### config.mk
export PLATFORM = sky130hd
export DESIGN_NAME = probit_log_likelihood_accumulator_flat
export DESIGN_NICKNAME = d
export VERILOG_FILES = /design/src/prbll_pkg.sv /design/src/prbll_ifs.sv /design/src/prbll_dot.sv /design/src/prbll_logphi.sv /design/src/probit_log_likelihood_accumulator.sv /design/src/flat_wrapper.sv
export SDC_FILE = /design/constraint.sdc
export NUM_CORES = 2
export LEC_CHECK = 0
export ABC_AREA = 1
export BUFFER_PORTS_ARGS = -buffer_cell sky130_fd_sc_hd__buf_2
export CAP_MARGIN = 20
export CORE_ASPECT_RATIO = 1.4
export CORE_MARGIN = 5
export CORE_UTILIZATION = 50
export DETAILED_ROUTE_END_ITERATION = 10
export PLACE_DENSITY_LB_ADDON = 0.3
export REMOVE_ABC_BUFFERS = 1
export SLEW_MARGIN = 10
export SYNTH_ARGS = -nofsm -noshare
export SYNTH_HDL_FRONTEND = slang
export SYNTH_SLANG_ARGS = --single-unit
export TNS_END_PERCENT = 5
### constraint.sdc
create_clock -name clk -period 9.9 [get_ports clk]
set_input_delay 1.485 -clock clk [delete_from_list [all_inputs] [get_ports clk]]
set_output_delay 1.485 -clock clk [all_outputs]
set_load 0.02 [all_outputs]
### src/prbll_pkg.sv
`timescale 1ns / 1ps
// prbll_pkg: shared widths, command codes and inter-module structs for the
// probit log likelihood accumulator. No dependencies.
package prbll_pkg;

  localparam int VALUE_W    = 16;
  localparam int COEF_IDX_W = 6;
  localparam int NF_W       = 7;
  localparam int PROD_W     = 32;
  localparam int ACC_W      = 40;
  localparam int TERM_W     = 20;
  localparam int TOTAL_W    = 48;

  localparam logic CMD_LOAD    = 1'b0;
  localparam logic CMD_FEATURE = 1'b1;

  localparam logic signed [TERM_W-1:0]  TERM_MIN  = {1'b1, {(TERM_W-1){1'b0}}};
  localparam logic signed [TOTAL_W-1:0] TOTAL_MIN = {1'b1, {(TOTAL_W-1){1'b0}}};

  // finished row handed from the dot product to the lookup
  typedef struct packed {
    logic                    label;
    logic                    set_last;
    logic signed [ACC_W-1:0] dot;
  } prbll_row_t;

  // finished term handed from the lookup to the output stage
  typedef struct packed {
    logic signed [TERM_W-1:0] term;
    logic                     set_last;
  } prbll_term_t;

endpackage

### src/prbll_ifs.sv
`timescale 1ns / 1ps
// Channel interfaces: feature/load words in, result words out, config write.
// Depends on prbll_pkg for field widths.
interface prbll_in_if;
  logic                                    valid;
  logic                                    ready;
  logic                                    command;
  logic [prbll_pkg::COEF_IDX_W-1:0]        coef_index;
  logic signed [prbll_pkg::VALUE_W-1:0]    value;
  logic                                    label;
  logic                                    set_last;

  modport source (output valid, command, coef_index, value, label, set_last, input ready);
  modport sink   (input valid, command, coef_index, value, label, set_last, output ready);
endinterface

interface prbll_out_if;
  logic                                    valid;
  logic                                    ready;
  logic signed [prbll_pkg::TERM_W-1:0]     term;
  logic signed [prbll_pkg::TOTAL_W-1:0]    total;
  logic                                    set_done;

  modport source (output valid, term, total, set_done, input ready);
  modport sink   (input valid, term, total, set_done, output ready);
endinterface

interface prbll_cfg_if;
  logic                                    valid;
  logic                                    ready;
  logic [prbll_pkg::NF_W-1:0]              num_features;

  modport source (output valid, num_features, input ready);
  modport sink   (input valid, num_features, output ready);
endinterface

### src/prbll_dot.sv
`timescale 1ns / 1ps
// prbll_dot: coefficient store (sync-read memory), feature position and the
// saturating 40-bit dot accumulator. Uses prbll_pkg and prbll_in_if.
module prbll_dot #(
  parameter int MAX_FEATURES = 64
) (
  input  logic                          clk,
  input  logic                          rst_n,
  prbll_in_if.sink                      in_ch,
  input  logic [prbll_pkg::NF_W-1:0]    num_features,
  output logic                          row_valid,
  input  logic                          row_ready,
  output prbll_pkg::prbll_row_t         row
);

  localparam int AW = (MAX_FEATURES > 1) ? $clog2(MAX_FEATURES) : 1;
  localparam int CW = $clog2(MAX_FEATURES + 1);
  localparam int VW = prbll_pkg::VALUE_W;
  localparam int PW = prbll_pkg::PROD_W;
  localparam int AC = prbll_pkg::ACC_W;

  typedef struct packed {
    logic label;
    logic set_last;
    logic row_end;
  } flags_t;

  logic signed [VW-1:0] coef_mem [MAX_FEATURES];

  logic [CW-1:0]        pos_r;
  logic [CW-1:0]        cnt;
  logic [31:0]          nf_ext;
  logic [31:0]          cnt32;
  logic [CW:0]          pos_inc;
  logic                 row_end;

  logic                 v1_r, v2_r, v3_r;
  logic signed [VW-1:0] val1_r;
  logic signed [VW-1:0] coef1_r;
  flags_t               fl1_r, fl2_r;
  logic signed [PW-1:0] prod2_r;
  logic signed [AC-1:0] dot_r;
  logic signed [AC:0]   dot_sum;
  logic signed [AC-1:0] dot_nxt;
  prbll_pkg::prbll_row_t row_r;

  logic en1, en2, en3;
  logic acc_feat, acc_load;

  assign en3 = !v3_r || row_ready;
  assign en2 = !v2_r || en3;
  assign en1 = !v1_r || en2;

  assign in_ch.ready = en1;
  assign acc_feat = in_ch.valid && en1 && (in_ch.command == prbll_pkg::CMD_FEATURE);
  assign acc_load = in_ch.valid && en1 && (in_ch.command == prbll_pkg::CMD_LOAD);

  // effective row length: zero acts as one, clip at the store depth
  always_comb begin
    nf_ext = 32'(num_features);
    if (num_features == '0) begin
      cnt32 = 32'd1;
    end else if (nf_ext > 32'(MAX_FEATURES)) begin
      cnt32 = 32'(MAX_FEATURES);
    end else begin
      cnt32 = nf_ext;
    end
    cnt     = cnt32[CW-1:0];
    pos_inc = {1'b0, pos_r} + (CW+1)'(1);
    row_end = (pos_inc >= {1'b0, cnt});
  end

  // coefficient store: write on load, read the current position on feature
  always_ff @(posedge clk) begin
    if (acc_load && (32'(in_ch.coef_index) < 32'(MAX_FEATURES))) begin
      coef_mem[AW'(in_ch.coef_index)] <= in_ch.value;
    end
    if (acc_feat) begin
      coef1_r <= coef_mem[pos_r[AW-1:0]];
    end
  end

  always_ff @(posedge clk) begin
    if (!rst_n) begin
      pos_r <= '0;
    end else if (acc_feat) begin
      pos_r <= row_end ? '0 : pos_inc[CW-1:0];
    end
  end

  // stage 1: hold the feature next to its coefficient read
  always_ff @(posedge clk) begin
    if (!rst_n) begin
      v1_r <= 1'b0;
    end else if (en1) begin
      v1_r <= acc_feat;
    end
  end

  always_ff @(posedge clk) begin
    if (acc_feat) begin
      val1_r <= in_ch.value;
      fl1_r  <= '{label: in_ch.label, set_last: in_ch.set_last, row_end: row_end};
    end
  end

  // stage 2: product
  always_ff @(posedge clk) begin
    if (!rst_n) begin
      v2_r <= 1'b0;
    end else if (en2) begin
      v2_r <= v1_r;
    end
  end

  always_ff @(posedge clk) begin
    if (en2 && v1_r) begin
      prod2_r <= val1_r * coef1_r;
      fl2_r   <= fl1_r;
    end
  end

  // stage 3: accumulate with saturation, drop the row on its last feature
  always_comb begin
    dot_sum = {dot_r[AC-1], dot_r} + {{(AC+1-PW){prod2_r[PW-1]}}, prod2_r};
    if (dot_sum[AC] != dot_sum[AC-1]) begin
      dot_nxt = dot_sum[AC] ? {1'b1, {(AC-1){1'b0}}} : {1'b0, {(AC-1){1'b1}}};
    end else begin
      dot_nxt = dot_sum[AC-1:0];
    end
  end

  always_ff @(posedge clk) begin
    if (!rst_n) begin
      dot_r <= '0;
      v3_r  <= 1'b0;
    end else if (en3) begin
      v3_r <= v2_r && fl2_r.row_end;
      if (v2_r) begin
        dot_r <= fl2_r.row_end ? '0 : dot_nxt;
      end
    end
  end

  always_ff @(posedge clk) begin
    if (en3 && v2_r && fl2_r.row_end) begin
      row_r <= '{label: fl2_r.label, set_last: fl2_r.set_last, dot: dot_nxt};
    end
  end

  assign row_valid = v3_r;
  assign row       = row_r;

endmodule

### src/prbll_logphi.sv
`timescale 1ns / 1ps
// prbll_logphi: clamp, table index, table read and linear interpolation of
// log Phi(z). The table is built at elaboration. Uses prbll_pkg.
module prbll_logphi #(
  parameter int TABLE_DEPTH = 256
) (
  input  logic                    clk,
  input  logic                    rst_n,
  input  logic                    row_valid,
  output logic                    row_ready,
  input  prbll_pkg::prbll_row_t   row,
  output logic                    term_valid,
  input  logic                    term_ready,
  output prbll_pkg::prbll_term_t  term
);

  localparam int TW    = prbll_pkg::TERM_W;
  localparam int AC    = prbll_pkg::ACC_W;
  localparam int UW    = 28;
  localparam int IW    = (TABLE_DEPTH > 1) ? $clog2(TABLE_DEPTH) : 1;
  localparam int LW    = $clog2(TABLE_DEPTH + 1);
  localparam int MW    = UW + LW;
  localparam int LUT_W = (TABLE_DEPTH + 1) * TW;
  localparam int FRAC_B = 26;
  localparam longint STEP_Q  = 64'sd262144;
  localparam longint START_H = 64'sd545015781;
  localparam longint START_L = -64'sd2349711995;

  typedef struct packed {
    logic signed [63:0] x;
    logic signed [63:0] h;
    logic signed [63:0] l;
  } ode_t;

  function automatic longint rshift_rnd(longint v, int s);
    return (v + (longint'(1) <<< (s - 1))) >>> s;
  endfunction

  function automatic longint qmul(longint a, longint b);
    return rshift_rnd(a * b, FRAC_B);
  endfunction

  function automatic longint slope(longint x, longint h);
    return -(qmul(x, h) + qmul(h, h));
  endfunction

  // one RK4 step of H' = -xH - H^2, L' = H
  function automatic ode_t rk_step(ode_t st, longint s);
    longint half, h1, k1, h2, k2, h3, k3, h4, k4;
    ode_t r;
    half = s >>> 1;
    h1 = st.h;
    k1 = slope(st.x, h1);
    h2 = st.h + qmul(half, k1);
    k2 = slope(st.x + half, h2);
    h3 = st.h + qmul(half, k2);
    k3 = slope(st.x + half, h3);
    h4 = st.h + qmul(s, k3);
    k4 = slope(st.x + s, h4);
    r.l = st.l + qmul(s, h1 + 2 * h2 + 2 * h3 + h4) / 6;
    r.h = st.h + qmul(s, k1 + 2 * k2 + 2 * k3 + k4) / 6;
    r.x = st.x + s;
    return r;
  endfunction

  function automatic logic [LUT_W-1:0] build_lut();
    ode_t st;
    longint tgt, v;
    logic [LUT_W-1:0] bits;
    int i;
    st.x = -(longint'(8) <<< FRAC_B);
    st.h = START_H;
    st.l = START_L;
    bits = '0;
    for (i = 0; i <= TABLE_DEPTH; i++) begin
      tgt = -(longint'(8) <<< FRAC_B) + (longint'(16 * i) <<< FRAC_B) / TABLE_DEPTH;
      while (tgt - st.x >= STEP_Q) begin
        st = rk_step(st, STEP_Q);
      end
      if (tgt > st.x) begin
        st = rk_step(st, tgt - st.x);
      end
      v = rshift_rnd(st.l, FRAC_B - 12);
      if (v > 0) begin
        v = 0;
      end
      bits[i*TW +: TW] = v[TW-1:0];
    end
    return bits;
  endfunction

  localparam logic [LUT_W-1:0] LUT_BITS = build_lut();

  localparam logic signed [AC:0] ZLO = -(AC+1)'(134217728);
  localparam logic signed [AC:0] ZHI = (AC+1)'(134217727);

  logic en4, en5, en6, en7;
  logic v4_r, v5_r, v6_r, v7_r;

  logic signed [AC:0]   z_full;
  logic signed [AC:0]   z_sel;
  logic signed [AC:0]   z_off;
  logic [UW-1:0]        u_nxt;
  logic [UW-1:0]        u4_r;
  logic                 last4_r, last5_r, last6_r;

  logic [MW-1:0]        pmul;
  logic [IW-1:0]        idx5_r;
  logic [UW-1:0]        frac5_r, frac6_r;

  logic [LW-1:0]        idx_lo, idx_hi;
  logic signed [TW-1:0] lut_lo, lut_hi;
  logic signed [TW-1:0] lo6_r;
  logic signed [TW:0]   diff6_r;

  logic signed [50:0]   interp;
  logic signed [50:0]   interp_rnd;
  logic signed [22:0]   interp_q;
  logic signed [TW-1:0] term_nxt;
  prbll_pkg::prbll_term_t term_r;

  assign en7 = !v7_r || term_ready;
  assign en6 = !v6_r || en7;
  assign en5 = !v5_r || en6;
  assign en4 = !v4_r || en5;
  assign row_ready = en4;

  always_ff @(posedge clk) begin
    if (!rst_n) begin
      v4_r <= 1'b0;
      v5_r <= 1'b0;
      v6_r <= 1'b0;
      v7_r <= 1'b0;
    end else begin
      if (en4) v4_r <= row_valid;
      if (en5) v5_r <= v4_r;
      if (en6) v6_r <= v5_r;
      if (en7) v7_r <= v6_r;
    end
  end

  // stage 4: sign by label, clamp to [-8, 8) and offset to an unsigned Q.24
  always_comb begin
    z_full = {row.dot[AC-1], row.dot};
    z_sel  = row.label ? z_full : -z_full;
    z_off  = z_sel - ZLO;
    if (z_sel < ZLO) begin
      u_nxt = '0;
    end else if (z_sel > ZHI) begin
      u_nxt = '1;
    end else begin
      u_nxt = z_off[UW-1:0];
    end
  end

  always_ff @(posedge clk) begin
    if (en4 && row_valid) begin
      u4_r    <= u_nxt;
      last4_r <= row.set_last;
    end
  end

  // stage 5: scale by the table depth into index and fraction
  assign pmul = MW'(u4_r) * MW'(TABLE_DEPTH);

  always_ff @(posedge clk) begin
    if (en5 && v4_r) begin
      idx5_r  <= pmul[UW +: IW];
      frac5_r <= pmul[UW-1:0];
      last5_r <= last4_r;
    end
  end

  // stage 6: read both neighbors
  always_comb begin
    idx_lo = LW'(idx5_r);
    idx_hi = idx_lo + LW'(1);
    lut_lo = $signed(LUT_BITS[32'(idx_lo) * TW +: TW]);
    lut_hi = $signed(LUT_BITS[32'(idx_hi) * TW +: TW]);
  end

  always_ff @(posedge clk) begin
    if (en6 && v5_r) begin
      lo6_r   <= lut_lo;
      diff6_r <= {lut_hi[TW-1], lut_hi} - {lut_lo[TW-1], lut_lo};
      frac6_r <= frac5_r;
      last6_r <= last5_r;
    end
  end

  // stage 7: interpolate, round and clamp to [TERM_MIN, 0]
  always_comb begin
    interp = {{3{lo6_r[TW-1]}}, lo6_r, {UW{1'b0}}}
           + 51'(diff6_r * $signed({1'b0, frac6_r}));
    interp_rnd = interp + (51'sd1 <<< (UW - 1));
    interp_q   = interp_rnd[50:UW];
    if (interp_q > 23'sd0) begin
      term_nxt = '0;
    end else if (interp_q < 23'(prbll_pkg::TERM_MIN)) begin
      term_nxt = prbll_pkg::TERM_MIN;
    end else begin
      term_nxt = interp_q[TW-1:0];
    end
  end

  always_ff @(posedge clk) begin
    if (en7 && v6_r) begin
      term_r <= '{term: term_nxt, set_last: last6_r};
    end
  end

  assign term_valid = v7_r;
  assign term       = term_r;

endmodule

### src/probit_log_likelihood_accumulator.sv
`timescale 1ns / 1ps
// probit_log_likelihood_accumulator: top level. Holds the feature count
// register, the running total and the result word register.
// Depends on prbll_pkg, prbll_ifs, prbll_dot and prbll_logphi.
//
//  channel  dir  handshake      payload
//  in_ch    in   valid/ready    command, coef_index, value, label, set_last
//  out_ch   out  valid/ready    term, total, set_done
//  cfg_ch   in   valid/ready    num_features (ready held high)
//
// One word is taken per cycle while in_ch.ready is high; the dot product runs read, multiply and
// accumulate in three stages behind the coefficient memory port.
// A row's result word passes dot stages 1 to 3, lookup stages 4 to 7 and the output register.
// Reset is synchronous; the table is constant logic and the coefficient
// store needs no clearing, so words are taken from the first cycle.
// A stalled result holds the pipeline; in_ch.ready drops once it fills.
module probit_log_likelihood_accumulator #(
  parameter int MAX_FEATURES = 64,
  parameter int TABLE_DEPTH  = 256
) (
  input  logic        clk,
  input  logic        rst_n,
  prbll_in_if.sink    in_ch,
  prbll_out_if.source out_ch,
  prbll_cfg_if.sink   cfg_ch
);

  localparam int TW = prbll_pkg::TERM_W;
  localparam int OW = prbll_pkg::TOTAL_W;

  logic [prbll_pkg::NF_W-1:0] nf_r;

  logic                   row_valid, row_ready;
  prbll_pkg::prbll_row_t  row;
  logic                   term_valid, term_ready;
  prbll_pkg::prbll_term_t term;

  logic signed [OW-1:0]   total_r;
  logic signed [OW:0]     sum;
  logic signed [OW-1:0]   total_nxt;
  logic                   out_valid_r;
  logic signed [TW-1:0]   out_term_r;
  logic signed [OW-1:0]   out_total_r;
  logic                   out_done_r;
  logic                   en_o;

  assign cfg_ch.ready = 1'b1;

  always_ff @(posedge clk) begin
    if (!rst_n) begin
      nf_r <= prbll_pkg::NF_W'(1);
    end else if (cfg_ch.valid) begin
      nf_r <= cfg_ch.num_features;
    end
  end

  prbll_dot #(
    .MAX_FEATURES (MAX_FEATURES)
  ) u_dot (
    .clk          (clk),
    .rst_n        (rst_n),
    .in_ch        (in_ch),
    .num_features (nf_r),
    .row_valid    (row_valid),
    .row_ready    (row_ready),
    .row          (row)
  );

  prbll_logphi #(
    .TABLE_DEPTH (TABLE_DEPTH)
  ) u_logphi (
    .clk        (clk),
    .rst_n      (rst_n),
    .row_valid  (row_valid),
    .row_ready  (row_ready),
    .row        (row),
    .term_valid (term_valid),
    .term_ready (term_ready),
    .term       (term)
  );

  assign en_o       = !out_valid_r || out_ch.ready;
  assign term_ready = en_o;

  // terms are never positive, so the sum only saturates at the bottom
  always_comb begin
    sum = {total_r[OW-1], total_r} + {{(OW+1-TW){term.term[TW-1]}}, term.term};
    if (sum[OW] && !sum[OW-1]) begin
      total_nxt = prbll_pkg::TOTAL_MIN;
    end else begin
      total_nxt = sum[OW-1:0];
    end
  end

  always_ff @(posedge clk) begin
    if (!rst_n) begin
      total_r     <= '0;
      out_valid_r <= 1'b0;
    end else if (en_o) begin
      out_valid_r <= term_valid;
      if (term_valid) begin
        total_r <= term.set_last ? '0 : total_nxt;
      end
    end
  end

  always_ff @(posedge clk) begin
    if (en_o && term_valid) begin
      out_term_r  <= term.term;
      out_total_r <= total_nxt;
      out_done_r  <= term.set_last;
    end
  end

  assign out_ch.valid    = out_valid_r;
  assign out_ch.term     = out_term_r;
  assign out_ch.total    = out_total_r;
  assign out_ch.set_done = out_done_r;

endmodule
### src/flat_wrapper.sv
// flat-port wrapper written by rule: the top's interface ports become plain ports
module probit_log_likelihood_accumulator_flat 
#(
  parameter int MAX_FEATURES = 64,
  parameter int TABLE_DEPTH  = 256
)
  (clk, rst_n, in_ch_valid, in_ch_command, in_ch_coef_index, in_ch_value, in_ch_label, in_ch_set_last, in_ch_ready, out_ch_valid, out_ch_term, out_ch_total, out_ch_set_done, out_ch_ready, cfg_ch_valid, cfg_ch_num_features, cfg_ch_ready);
  prbll_in_if in_ch_i ();
  prbll_out_if out_ch_i ();
  prbll_cfg_if cfg_ch_i ();
  input  logic clk;
  input  logic rst_n;
  input wire logic [$bits(in_ch_i.valid)-1:0] in_ch_valid;
  input wire logic [$bits(in_ch_i.command)-1:0] in_ch_command;
  input wire logic [$bits(in_ch_i.coef_index)-1:0] in_ch_coef_index;
  input wire logic [$bits(in_ch_i.value)-1:0] in_ch_value;
  input wire logic [$bits(in_ch_i.label)-1:0] in_ch_label;
  input wire logic [$bits(in_ch_i.set_last)-1:0] in_ch_set_last;
  output wire logic [$bits(in_ch_i.ready)-1:0] in_ch_ready;
  output wire logic [$bits(out_ch_i.valid)-1:0] out_ch_valid;
  output wire logic [$bits(out_ch_i.term)-1:0] out_ch_term;
  output wire logic [$bits(out_ch_i.total)-1:0] out_ch_total;
  output wire logic [$bits(out_ch_i.set_done)-1:0] out_ch_set_done;
  input wire logic [$bits(out_ch_i.ready)-1:0] out_ch_ready;
  input wire logic [$bits(cfg_ch_i.valid)-1:0] cfg_ch_valid;
  input wire logic [$bits(cfg_ch_i.num_features)-1:0] cfg_ch_num_features;
  output wire logic [$bits(cfg_ch_i.ready)-1:0] cfg_ch_ready;
  assign in_ch_i.valid = in_ch_valid;
  assign in_ch_i.command = in_ch_command;
  assign in_ch_i.coef_index = in_ch_coef_index;
  assign in_ch_i.value = in_ch_value;
  assign in_ch_i.label = in_ch_label;
  assign in_ch_i.set_last = in_ch_set_last;
  assign in_ch_ready = in_ch_i.ready;
  assign out_ch_valid = out_ch_i.valid;
  assign out_ch_term = out_ch_i.term;
  assign out_ch_total = out_ch_i.total;
  assign out_ch_set_done = out_ch_i.set_done;
  assign out_ch_i.ready = out_ch_ready;
  assign cfg_ch_i.valid = cfg_ch_valid;
  assign cfg_ch_i.num_features = cfg_ch_num_features;
  assign cfg_ch_ready = cfg_ch_i.ready;
  probit_log_likelihood_accumulator #(.MAX_FEATURES(MAX_FEATURES), .TABLE_DEPTH(TABLE_DEPTH)) u_core (.clk(clk), .rst_n(rst_n), .in_ch(in_ch_i), .out_ch(out_ch_i), .cfg_ch(cfg_ch_i));
endmodule
==> run_results.csv <==
group,metric,value,unit
setup_path,critical_path.slowest_cell,"fa_1",
floorplan,core_area,189000,sq um
final_layout,final_util,54.6,%
worst_hold_path,hp-start,"u_core.u_logphi.frac5_r[8]$_DFFE_PP_",
setup_path,cp-end-kind,"flop",
global_route,grt_pass1_vias,74197,
route,drt_wl_total,312000,um
route,ant_nets,0,
global_route,antenna_found_initial,7,
setup_path,ff2ff_path_depth,36,
route,drc_errors,0,
pwr,power.leakage,43.3,nW
route,first_pass_iters,6,
worst_hold_path,hold_class,"flop to flop",
clocking,clock_latency,860,ps
setup_path,crit_top_cell,"fa_1",
timing,setup_viol,0,
logic_synthesis,synth_edf_count,1345,
setup_path,rrSetupSlack,560,ps
global_route,grtUsageTotal,31.2,%
logic_synthesis,synth_top_flop_cell,"edfxtp_1",
route,avgRoutedWirePerCell,25.3,um
logic_synthesis,synthCells,9728,
clocking,tritoncts,"done",
route,wl_met2,160000,um
job,maxCapViolations,0,
global_route,grt_max_degree,204,
setup_path,cp.required,10530,ps
logic_synthesis,synthArstFlopShare,0,%
clocking,clkSinkCount,1455,
floorplan,initial_core_util,50.2,%
route,wl_met1,107000,um
timing,hold_viol,0,
logic_synthesis,synth_area,95100,sq um
setup_path,crit_type,"flop to flop",
floorplan,rows,189,
global_route,grt_pass1_wl,466000,um
timing,fmax,0.107,GHz
timing,finalCritPeriodShare,94.4,%
logic_synthesis,synth.avg_cell_area,9.78,sq um
floorplan,dieWidth,379,um
placed_design,place_inst,12056,
final_layout,syn_to_final_growth,8.73,%
final_layout,final_cell_count_no_fill,12334,
timing,rsz0062_at_grt,"no",
placed_design,hpwlAfterDp,228000,um
route,topRoutingLayerUsed,"met4",
floorplan,pin_count,109,
setup_path,crit_arrival,9970,ps
timing,tightest_slew,1100,ps
logic_synthesis,yosysUniqueCellTypes,77,
logic_synthesis,synth_seq_cells,1455,
clocking,h-tree-depth,4,
logic_synthesis,ys_warn_count,0,
pwr,ir_drop,0.442,mV
global_route,overflow,0,
pwr,power.density,216,nW/um^2
worst_hold_path,holdPathStages,0,
timing,relSlewSlack,26.0,%
setup_path,r2r-start,"u_core.u_logphi.frac6_r[15]$_DFFE_PP_",
clocking,path_clk_slew,70,ps
timing,skew,88.9,ps
clocking,root_buffer,"clkbuf_16",
floorplan,die_h,526,um
logic_synthesis,seq_area_frac_synth,44.8,%
outcome,status,"finished clean",
clocking,cts_hold_buf,0,
route,drtIter0Drc,6502,
route,routed-wl-met3,17400,um
setup_path,critical-path-max-stage-delay,760,ps
placed_design,gp_congestion,1.01,
pwr,fin_total_pwr,0.0223,W
placed_design,numPortBuffers,107,
timing,fin_crit,9340,ps
final_layout,drive_above_1_share,7.97,%
route,vias_per_cell,5.85,
floorplan,die-area,199000,sq um
setup_path,worst-path-max-fanout,17,
setup_path,regToRegEndpoint,"u_core.u_logphi.term[1]$_SDFFCE_PP0P_",
clocking,cts_buffer_depth,3,
route,vias,72164,
timing,slew_violations,0,
logic_synthesis,yosysTopAreaCellShare,42.5,%
final_layout,layout.nets,10835,
worst_hold_path,min_to,"u_core.u_logphi.frac6_r[8]$_DFFE_PP_",
logic_synthesis,synth_area_leader_cell,"edfxtp_1",
logic_synthesis,yosys-top-cells-area,"edfxtp_1 42%, fa_1 15%, inv_1 6.0%",
setup_path,cp-start-kind,"flop",
clocking,cts_buffers,144,
## logic make-up after synthesis
logic type	Yosys count	synth area share, %
AOI/OAI and AO/OA	1798	11.6
xor gates and xnor gates	208	1.94
adders and majority gates	1070	19.6
buffers and inverters	2020	8.14
DFF	1455	44.8
other	1	0.00394
and+or+nand+nor	3176	13.9
## sequential cells by signal, summed over array words and instances, names as in the netlist, 21 cells and up
name                     flops
u_core.out_ch.total         48
u_core.u_logphi.term        21
u_core.total_r              48
u_core.u_dot.dot_r          40
u_core.u_logphi.diff6_r     21
u_core.u_dot.prod2_r        32
u_core.u_dot.coef_mem     1024
u_core.u_logphi.u4_r        28
u_core.u_dot.row            42
## worst max-delay path: cells and delay by family, from the launching register on
family | cells | cell delay (ps)
AOI/OAI and AO/OA | 6 | 940
xor gates and xnor gates | 2 | 550
adders and majority gates | 9 | 4540
buffers and inverters | 6 | 740
DFF | 1 | 620
and+or+nand+nor | 13 | 1710
## synth_stat cells, drive strengths merged (13+ instances only)
| cell | instances |
|---|---|
| nand2 | 1562 |
| inv | 1537 |
| edfxtp | 1345 |
| nor2 | 1077 |
| o21ai | 796 |
| fa | 702 |
| a21oi | 460 |
| clkbuf | 403 |
| nand3 | 371 |
| ha | 368 |
| o221ai | 270 |
| xor2 | 126 |
| dfxtp | 110 |
| xnor2 | 82 |
| buf | 69 |
| nor3 | 63 |
| a31oi | 62 |
| nand4 | 43 |
| o211ai | 33 |
| or2 | 25 |
| o21a | 20 |
| a221oi | 18 |
| a211oi | 16 |
| nor4 | 15 |
| o2111ai | 13 |
| o31ai | 13 |
## layout make-up
cell class,instances,area (sq um)
Antenna cell,8,20.0
Clock buffer,186,3810
Clock inverter,75,985
Fill cell,16589,86000
Inverter,1548,5830
Multi-Input combinational cell,6253,44800
Sequential cell,1455,42600
Tap cell,2483,3110
Timing Repair Buffer,326,2210
## metrics by stage
step                instance area (sq um)  setup TNS (ps)  setup WS [ps]  hold slack (ps)
floorplan                           93200         -223910         -10220              400
global placement                    98500               0            753              402
detailed placement                  98500               0            623              405
CTS                                103000               0            554              387
global route                       103000               0           13.7              422
finish                             103000               0            557              390
## how the worst max path moves through the flow
| stage | cells past startpoint | from | to |
|---|---|---|---|
| finish | 36 | u_core.u_logphi.frac6_r[15]$_DFFE_PP_ | u_core.u_logphi.term[1]$_SDFFCE_PP0P_ |
| global route | 42 | u_core.u_logphi.frac6_r[11]$_DFFE_PP_ | u_core.u_logphi.term[2]$_SDFFCE_PP0P_ |
| CTS | 36 | u_core.u_logphi.frac6_r[14]$_DFFE_PP_ | u_core.u_logphi.term[1]$_SDFFCE_PP0P_ |
| detailed placement | 36 | u_core.u_logphi.frac6_r[14]$_DFFE_PP_ | u_core.u_logphi.term[5]$_SDFFCE_PP0P_ |
| global placement | 38 | u_core.u_logphi.frac6_r[14]$_DFFE_PP_ | u_core.u_logphi.term[1]$_SDFFCE_PP0P_ |
| floorplan | 13 | u_core.u_dot.pos_r[0]$_SDFFE_PN0P_ | u_core.u_dot.pos_r[0]$_SDFFE_PN0P_ |
## layout by cell type (no fill, tap or decap), types with 123 or more instances in the layout
master,count
o21ai_0,769
inv_1,1523
clkbuf_16,144
edfxtp_1,1345
buf_4,213
xor2_1,123
nand2_1,1505
a21oi_1,398
o221ai_1,270
nand3_1,363
ha_1,368
nor2_1,1033
fa_1,702
## layer usage
metal / vias up / track usage, %
li1: 32393 / -
met1: 35778 / 34.1
met2: 3055 / 55.6
met3: 938 / 4.02
met4: 0 / 22.5
met5: - / 0
## what timing repair did
action	4_1_cts	5_1_grt
setup buffers	0	6
setup endpoints to repair	0	17
hold endpoints to repair	0	0
resized for setup	0	5
## power by group
part / internal [W] / switching, W
sequential: 0.00723 / 0.000132
clock: 0.00300 / 0.00254
combinational: 0.00326 / 0.00616
total: 0.0135 / 0.00883
No activity file was read; power rests on OpenSTA's default activity.
